`src/hw/rtl/slbs_pkg.sv`:
```
`default_nettype none

package slbs_pkg;

    // item kind
    localparam logic FUNC_TICK = 1'b0;
    localparam logic FUNC_LOAD = 1'b1;

    // two-bit status codes, 2 and 3 hold the output, but low power overrides the gps codes
    localparam logic [1:0] LINK_DOWN   = 2'd0;
    localparam logic [1:0] LINK_UP     = 2'd1;
    localparam logic [1:0] GPS_NOFIX   = 2'd0;
    localparam logic [1:0] GPS_FIX     = 2'd1;
    localparam logic [1:0] LOGIN_OUT   = 2'd0;
    localparam logic [1:0] LOGIN_IN    = 2'd1;
    localparam logic [1:0] PASS_VACANT = 2'd0;
    localparam logic [1:0] PASS_HIRED  = 2'd1;

    localparam int          PHASE_W            = 3;
    localparam int          LEVEL_W            = 3;
    localparam logic [2:0]  BUZZER_LEVEL_RESET = 3'd5;
    localparam logic [2:0]  OVERSPEED_PERIOD   = 3'd7;

    typedef enum logic [2:0] {
        PAT_IDLE      = 3'd0,
        PAT_STARTING  = 3'd1,
        PAT_STARTED   = 3'd2,
        PAT_OVERSPEED = 3'd3,
        PAT_OVERTIME  = 3'd4,
        PAT_LOGIN     = 3'd5,
        PAT_LOGOUT    = 3'd6
    } pattern_t;

    typedef struct packed {
        logic       func;
        logic [2:0] pattern;
        logic [1:0] passenger_state;
        logic [1:0] link_state;
        logic       sim_missing;
        logic       internet_up;
        logic [1:0] gps_state;
        logic       low_power;
        logic [1:0] login_state;
        logic       test_mode;
    } item_t;

endpackage

`default_nettype wire

```
`src/hw/rtl/status_led_buzzer_sequencer_top.sv`:
```
`default_nettype none

// channel   direction  handshake            payload
// in        input      in_valid / in_stall  func, pattern, status fields
// out       output     out_valid / out_stall link_led .. hired_power
// cfg       input      cfg_valid / cfg_ready cfg_data (buzzer level)
//
// one item per cycle while out_stall is low; an accepted transaction reaches
// the output through the input register, then the result register
// the result register holds the led/buzzer/power state itself, so each
// result is the state as it stands after its item
// reset: phases 0, started chirp armed, all outputs off, buzzer level 5
// out_stall holds the result register and backs up through the input
// register to in_stall; cfg_ready is always high

module status_led_buzzer_sequencer_top
    import slbs_pkg::*;
#(
    parameter int LONG_PERIOD = 71
)
(
    input  wire logic               clk,
    input  wire logic               rst_n,

    input  wire logic               in_valid,
    output logic                    in_stall,
    input  wire logic               func,
    input  wire logic [2:0]         pattern,
    input  wire logic [1:0]         passenger_state,
    input  wire logic [1:0]         link_state,
    input  wire logic               sim_missing,
    input  wire logic               internet_up,
    input  wire logic [1:0]         gps_state,
    input  wire logic               low_power,
    input  wire logic [1:0]         login_state,
    input  wire logic               test_mode,

    output logic                    out_valid,
    input  wire logic               out_stall,
    output logic                    link_led,
    output logic                    gps_led,
    output logic                    driver_led,
    output logic                    buzzer_on,
    output logic                    hired_power,

    input  wire logic               cfg_valid,
    output logic                    cfg_ready,
    input  wire logic [LEVEL_W-1:0] cfg_data
);

    localparam int         LW        = $clog2(LONG_PERIOD);
    localparam logic [LW-1:0] LONG_LAST = LW'(LONG_PERIOD - 1);

    // input register
    logic  s1_valid_reg, s1_valid_next;
    item_t s1_item_reg;
    logic  in_take;
    logic  advance;

    // state
    logic [LEVEL_W-1:0] level_reg;
    logic [PHASE_W-1:0] blink_phase_reg, blink_phase_next;
    logic [PHASE_W-1:0] chirp_phase_reg, chirp_phase_next;
    logic [LW-1:0]      long_phase_reg, long_phase_next;
    logic [2:0]         mod7_reg, mod7_next;     // long phase mod 7
    pattern_t           pattern_reg, pattern_next;
    logic               link_led_reg, link_led_next;
    logic               gps_led_reg, gps_led_next;
    logic               driver_led_reg, driver_led_next;
    logic               buzzer_reg, buzzer_next;
    logic               power_reg, power_next;
    logic               out_valid_reg, out_valid_next;

    logic               blink_lit;

    // handshake
    assign advance   = s1_valid_reg && (!out_valid_reg || !out_stall);
    assign in_stall  = s1_valid_reg && !advance;
    assign in_take   = in_valid && !in_stall;
    assign cfg_ready = 1'b1;

    assign s1_valid_next  = in_take ? 1'b1 : (advance ? 1'b0 : s1_valid_reg);
    assign out_valid_next = advance ? 1'b1 : (out_valid_reg && out_stall);

    always_ff @(posedge clk or negedge rst_n)
    begin
        if (!rst_n)
        begin
            s1_valid_reg  <= 1'b0;
            out_valid_reg <= 1'b0;
        end
        else
        begin
            s1_valid_reg  <= s1_valid_next;
            out_valid_reg <= out_valid_next;
        end
    end

    // payload capture, no reset needed
    always_ff @(posedge clk)
    begin
        if (in_take)
        begin
            s1_item_reg <= '{func:            func,
                             pattern:         pattern,
                             passenger_state: passenger_state,
                             link_state:      link_state,
                             sim_missing:     sim_missing,
                             internet_up:     internet_up,
                             gps_state:       gps_state,
                             low_power:       low_power,
                             login_state:     login_state,
                             test_mode:       test_mode};
        end
    end

    assign blink_lit = ~blink_phase_reg[0];

    // per-item update
    always_comb
    begin
        blink_phase_next = blink_phase_reg;
        chirp_phase_next = chirp_phase_reg;
        long_phase_next  = long_phase_reg;
        mod7_next        = mod7_reg;
        pattern_next     = pattern_reg;
        link_led_next    = link_led_reg;
        gps_led_next     = gps_led_reg;
        driver_led_next  = driver_led_reg;
        buzzer_next      = buzzer_reg;
        power_next       = power_reg;

        if (s1_item_reg.func == FUNC_LOAD)
        begin
            // command: restart chirp and arm the new pattern
            chirp_phase_next = '0;
            pattern_next     = pattern_t'(s1_item_reg.pattern);
        end
        else
        begin
            if (s1_item_reg.passenger_state == PASS_VACANT)
                power_next = 1'b0;
            else if (s1_item_reg.passenger_state == PASS_HIRED)
                power_next = 1'b1;

            if (s1_item_reg.link_state == LINK_DOWN)
            begin
                if (s1_item_reg.sim_missing)
                    link_led_next = (long_phase_reg == LW'(0)) || (long_phase_reg == LW'(2));
                else if (s1_item_reg.internet_up)
                    link_led_next = 1'b1;
                else
                    link_led_next = (long_phase_reg == LW'(0)) || (long_phase_reg == LW'(2))
                                    || (long_phase_reg == LW'(4));
            end
            else if (s1_item_reg.link_state == LINK_UP)
            begin
                link_led_next = blink_lit;
            end

            if (s1_item_reg.low_power)
                gps_led_next = (s1_item_reg.gps_state == GPS_FIX)
                               && (blink_phase_reg == PHASE_W'(1));
            else if (s1_item_reg.gps_state == GPS_FIX)
                gps_led_next = blink_lit;
            else if (s1_item_reg.gps_state == GPS_NOFIX)
                gps_led_next = 1'b1;

            if (s1_item_reg.login_state == LOGIN_OUT)
                driver_led_next = 1'b0;
            else if (s1_item_reg.login_state == LOGIN_IN)
                driver_led_next = blink_lit;

            // buzzer patterns, frozen while the level is zero
            if (level_reg != '0)
            begin
                case (pattern_reg)
                    PAT_IDLE:
                    begin
                        if (!s1_item_reg.test_mode)
                            buzzer_next = 1'b0;
                    end
                    PAT_STARTING, PAT_LOGIN:
                    begin
                        if (chirp_phase_reg inside {3'd0, 3'd1, 3'd2})
                            buzzer_next = 1'b1;
                        else if (chirp_phase_reg == 3'd3)
                        begin
                            buzzer_next  = 1'b0;
                            pattern_next = PAT_IDLE;
                        end
                    end
                    PAT_STARTED:
                    begin
                        if (chirp_phase_reg inside {3'd0, 3'd2})
                            buzzer_next = 1'b1;
                        else if (chirp_phase_reg == 3'd1)
                            buzzer_next = 1'b0;
                        else if (chirp_phase_reg == 3'd3)
                        begin
                            buzzer_next  = 1'b0;
                            pattern_next = PAT_IDLE;
                        end
                    end
                    PAT_OVERSPEED:
                    begin
                        buzzer_next = (mod7_reg == 3'd0);
                    end
                    PAT_OVERTIME:
                    begin
                        buzzer_next = (long_phase_reg == LW'(0)) || (long_phase_reg == LW'(2))
                                      || (long_phase_reg == LW'(4))
                                      || (long_phase_reg == LW'(6));
                    end
                    PAT_LOGOUT:
                    begin
                        if (chirp_phase_reg inside {3'd0, 3'd2, 3'd4})
                            buzzer_next = 1'b1;
                        else if (chirp_phase_reg inside {3'd1, 3'd3})
                            buzzer_next = 1'b0;
                        else if (chirp_phase_reg == 3'd5)
                        begin
                            buzzer_next  = 1'b0;
                            pattern_next = PAT_IDLE;
                        end
                    end
                    default:
                    begin
                        // unknown pattern holds the buzzer
                    end
                endcase
            end

            // phase counters
            blink_phase_next = blink_phase_reg + PHASE_W'(1);
            chirp_phase_next = chirp_phase_reg + PHASE_W'(1);
            if (long_phase_reg == LONG_LAST)
            begin
                long_phase_next = '0;
                mod7_next       = 3'd0;
            end
            else
            begin
                long_phase_next = long_phase_reg + LW'(1);
                mod7_next       = (mod7_reg == OVERSPEED_PERIOD - 3'd1) ? 3'd0
                                                                        : mod7_reg + 3'd1;
            end
        end
    end

    always_ff @(posedge clk or negedge rst_n)
    begin
        if (!rst_n)
        begin
            level_reg       <= BUZZER_LEVEL_RESET;
            blink_phase_reg <= '0;
            chirp_phase_reg <= '0;
            long_phase_reg  <= '0;
            mod7_reg        <= 3'd0;
            pattern_reg     <= PAT_STARTED;
            link_led_reg    <= 1'b0;
            gps_led_reg     <= 1'b0;
            driver_led_reg  <= 1'b0;
            buzzer_reg      <= 1'b0;
            power_reg       <= 1'b0;
        end
        else
        begin
            if (cfg_valid && cfg_ready)
                level_reg <= cfg_data;
            if (advance)
            begin
                blink_phase_reg <= blink_phase_next;
                chirp_phase_reg <= chirp_phase_next;
                long_phase_reg  <= long_phase_next;
                mod7_reg        <= mod7_next;
                pattern_reg     <= pattern_next;
                link_led_reg    <= link_led_next;
                gps_led_reg     <= gps_led_next;
                driver_led_reg  <= driver_led_next;
                buzzer_reg      <= buzzer_next;
                power_reg       <= power_next;
            end
        end
    end

    // result register is the output state itself
    assign out_valid   = out_valid_reg;
    assign link_led    = link_led_reg;
    assign gps_led     = gps_led_reg;
    assign driver_led  = driver_led_reg;
    assign buzzer_on   = buzzer_reg;
    assign hired_power = power_reg;

    // long phase never reaches the period
    assert property (@(posedge clk) disable iff (!rst_n)
        long_phase_reg <= LONG_LAST)
        else $error("long phase out of range");

    // overspeed helper stays below the overspeed period
    assert property (@(posedge clk) disable iff (!rst_n)
        mod7_reg < OVERSPEED_PERIOD)
        else $error("mod 7 phase out of range");

    // a command transaction restarts the chirp phase
    assert property (@(posedge clk) disable iff (!rst_n)
        (advance && s1_item_reg.func == FUNC_LOAD) |=> (chirp_phase_reg == '0))
        else $error("chirp phase not restarted by command");

    // a held result keeps its values while stalled
    assert property (@(posedge clk) disable iff (!rst_n)
        (out_valid_reg && out_stall) |=> (out_valid_reg && $stable(buzzer_reg)
                                          && $stable(link_led_reg)))
        else $error("stalled result changed");

endmodule

`default_nettype wire

```
`config.mk`:
```
export PLATFORM = sky130hd
export DESIGN_NAME = status_led_buzzer_sequencer_top
export DESIGN_NICKNAME = d
export VERILOG_FILES = /design/src/hw/rtl/slbs_pkg.sv /design/src/hw/rtl/status_led_buzzer_sequencer_top.sv
export SDC_FILE = /design/constraint.sdc
export NUM_CORES = 1
export LEC_CHECK = 0
export BUFFER_PORTS_ARGS = -buffer_cell sky130_fd_sc_hd__buf_4
export CAP_MARGIN = 20
export CORE_ASPECT_RATIO = 1.1
export CORE_UTILIZATION = 56
export CTS_CLUSTER_DIAMETER = 30
export DETAILED_ROUTE_END_ITERATION = 16
export GPL_TIMING_DRIVEN = 0
export MAX_ROUTING_LAYER = met4
export PLACE_DENSITY = 0.79
export SYNTH_ARGS = -nofsm -noshare
export SYNTH_HDL_FRONTEND = slang
export SYNTH_SLANG_ARGS = --single-unit
```
`constraint.sdc`:
```
create_clock -name clk -period 4.5 [get_ports clk]
set_input_delay 0.225 -clock clk [delete_from_list [all_inputs] [get_ports clk]]
set_output_delay 0.225 -clock clk [all_outputs]
set_load 0.1 [all_outputs]
```
==> summary.md <==
| Metric | Value |
|---|---|
| Most common cell after layout, fill and taps aside | `buf_4` |
| Yosys synthesis warning count | `0` |
| Busiest layer in global routing | `met2` |
| Initial antenna violation count | `0` |
| Largest net degree at the start of global routing | `30` |
| Worst Hold Depth | `1` |
| R2R cell count | `6` |
| DRC Markers | `0` |
| Core box area | `3630 µm²` |
| Antenna diodes | `0` |
| Fin. max-slew vios | `0` |
| Synth Flop Type | `dfrtp_1` |
| Register area share after synthesis | `56.8%` |
| Post-synth EDFFs | `16` |
| Antenna Nets Post-Route | `0` |
| Design Area, Final | `2510 µm²` |
| DR WL/cell | `15.1 µm` |
| Setup Crit Path Kind | `flip-flop to flip-flop` |
| Max reg flops | `16` |
| FF+latch count, synth | `45` |
| RSZ-0062 raised after global routing | `no` |
| Die span in y | `66.7 µm` |
| Fill count | `279` |
| Chip width | `60.8 µm` |
| TritonCTS clock tree | `yes` |
| Post-layout nets | `260` |
| Relative slew slack | `53.1%` |
| CP max-delay cell | `nor4_2` |
| Post-Route WL | `4.18 mm` |
| Clock sink total | `45` |
| Worst VDD drop | `0.000341 V` |
| Placed Cells | `268` |
| Setup total negative slack | `0 ns` |
| Skew-Pair Late Insertion Delay | `0.30 ns` |
| WP data required | `4.68 ns` |
| Hold Vio Cnt, Final | `0` |
| Routability cong. | `0.857` |
| Clk_skew | `0.0117 ns` |
| Routing usage on met2 | `40.9%` |
| PD cells | `508 nW/µm²` |
| Multi-input logic area | `846 µm²` |
| Async SR Flop Fraction | `64.4%` |
| Final Util | `69.2%` |
| Crit. End Element | `flip-flop` |
| Row count | `23` |
| Dpl cell area | `2420 µm²` |
| Mapped Nets | `222` |
| Max stage delay on crit path | `0.47 ns` |
| IO Count | `32` |
| TritonRoute pass-1 iters | `4` |
| Worst Hold Class | `primary input to flip-flop` |
| Die ar. | `4050 µm²` |
| Layout cells sized above 1 | `24.2%` |
| Initial Util | `58.7%` |
| GRT met3 Usage | `6.02%` |
| Tmin final | `1.90 ns` |
| Post-DP HPWL | `3.10 mm` |
| Register area | `1210 µm²` |
| Mapped Cells | `188` |
| Root buf cell | `clkbuf_8` |
| Grt met1 use | `28.3%` |
| Non-Filler Instances | `277` |
| Setup Viol. Count Final | `0` |
| Fmax | `0.527 GHz` |
| Crit start category | `flip-flop` |
| Worst path cell trace | `inv_1 > ha_1 > nand3_1 > nor4_2 > nor2_2 > mux2_2` |
| Input/output buffers | `30` |
| Via Count | `1549` |
| Mapped Area | `2130 µm²` |
| Worst-margin pin slew | `0.704 ns` |
| Max_cap viols | `0` |
| Number of global-route vias before repair | `1560` |
| Final Cycle Share | `42.1%` |
| Worst EP arrival | `2.08 ns` |
| Yosys cell types | `46` |
| Status | `finished, final reports clean` |
| Iter 0 DRT Violations | `69` |
| Leak pwr | `0.00107 µW` |
| Clk slew on worst S/H paths | `0.08 ns` |
| Num CTS Buffers | `5` |
| Grt ovf | `0` |
| Total power | `1280 µW` |
| Syn Area/Cell | `11.3 µm²` |
| Total Routing Usage GR | `24.9%` |
| Crit-path max FO | `7` |
| Area grow syn2layout | `17.9%` |
| First-pass GRT wire length | `6.91 mm` |
| Max clock buf depth | `2` |
| H-Tree Level Count | `2` |
| Via/cell ratio | `5.59` |
| Most frequent cells in the layout | `31 x buf_4, 26 x dfrtp_1, 23 x o21ai_0, 19 x nand2_1, 16 x edfxtp_1` |
critical path, delay by kind of cell, from the launching register on:
| kind | cells | cell delay, ns |
|---|---|---|
| adders and majority gates | 1 | 0.21 |
| DFF | 1 | 0.40 |
| buffers and inverters | 1 | 0.13 |
| muxes | 1 | 0.31 |
| and+or+nand+nor | 3 | 0.73 |
synth_stat cells (all sizes together) (2+ instances only):
| library cell | count | area share (%) |
|---|---|---|
| nand2b | 5 | 1.5 |
| clkbuf | 2 | 0.35 |
| nor3 | 5 | 1.4 |
| nand2 | 19 | 3.4 |
| a221oi | 2 | 0.82 |
| or2 | 2 | 0.59 |
| mux2i | 2 | 0.94 |
| mux2 | 7 | 3.9 |
| nor4 | 3 | 1.5 |
| ha | 10 | 5.9 |
| edfxtp | 16 | 23 |
| dfrtp | 26 | 31 |
| o41ai | 2 | 0.82 |
| inv | 11 | 1.9 |
| xnor2 | 3 | 1.2 |
| nor2 | 9 | 1.7 |
| buf | 3 | 1.1 |
| o21ai | 25 | 5.9 |
| dfstp | 3 | 3.7 |
| nand3 | 5 | 1.2 |
| a21oi | 8 | 1.9 |
| nand4 | 2 | 0.59 |
| a211o | 3 | 1.2 |
final cells by class:
class,count,area share [%]
inverter,11,1.65
clock buffer,6,2.89
clock inverter,2,0.449
sequential,45,48.2
multi-input combinational,127,33.7
timing repair buffer,31,9.37
tap,50,2.49
buffer,5,1.25
routing by layer:
| metal | vias up | wire length (µm) | share of wire (%) |
|---|---|---|---|
| met5 | - | 0 | 0 |
| met4 | 0 | 95 | 2.3 |
| met3 | 10 | 174 | 4.2 |
| met2 | 44 | 2250 | 54 |
| li1 | 751 | - | - |
| met1 | 744 | 1670 | 40 |
path summary, 6_finish.rpt:
path	startpoint	to	slack, ns
setup / recovery	long_phase_reg[0]	long_phase_reg[0]	2.60
hold / removal	passenger_state[1]	s1_item_reg[11]	0.10
setup reg to reg	long_phase_reg[0]	long_phase_reg[0]	2.60
hold reg to reg	s1_item_reg[2]	driver_led	0.46
max in group asynchronous	rst_n	pattern_reg[1]	3.79
min in group asynchronous	rst_n	buzzer_on	0.38
power by group:
group	internal, µW	total [µW]	switching, µW
clock	108	239	131
sequential	514	603	89.4
combinational	149	433	284
logic make-up after synthesis:
logic type	count (synthesis)	synth area share [%]
simple gates	57	14.3
compound gates	47	13.3
flops	45	56.8
buf+inv	16	3.41
fa+ha+maj	10	5.88
mux	9	4.82
xor+xnor	3	1.23
other cells	1	0.176
timing repair:
action	4_1_cts	5_1_grt
setup buffers	0	0
gates resized for setup	0	0
hold endpoints to repair	26	0
hold buffers	1	0
stage by stage:
stage	hold slack (ns)	setup WS [ns]
finish	0.101	2.60
global route	0.0832	2.46
CTS	0.0927	2.61
detailed placement	0.175	2.62
global placement	0.164	2.71
floorplan	-0.0706	2.38
Power figures use the tool's default switching activity.
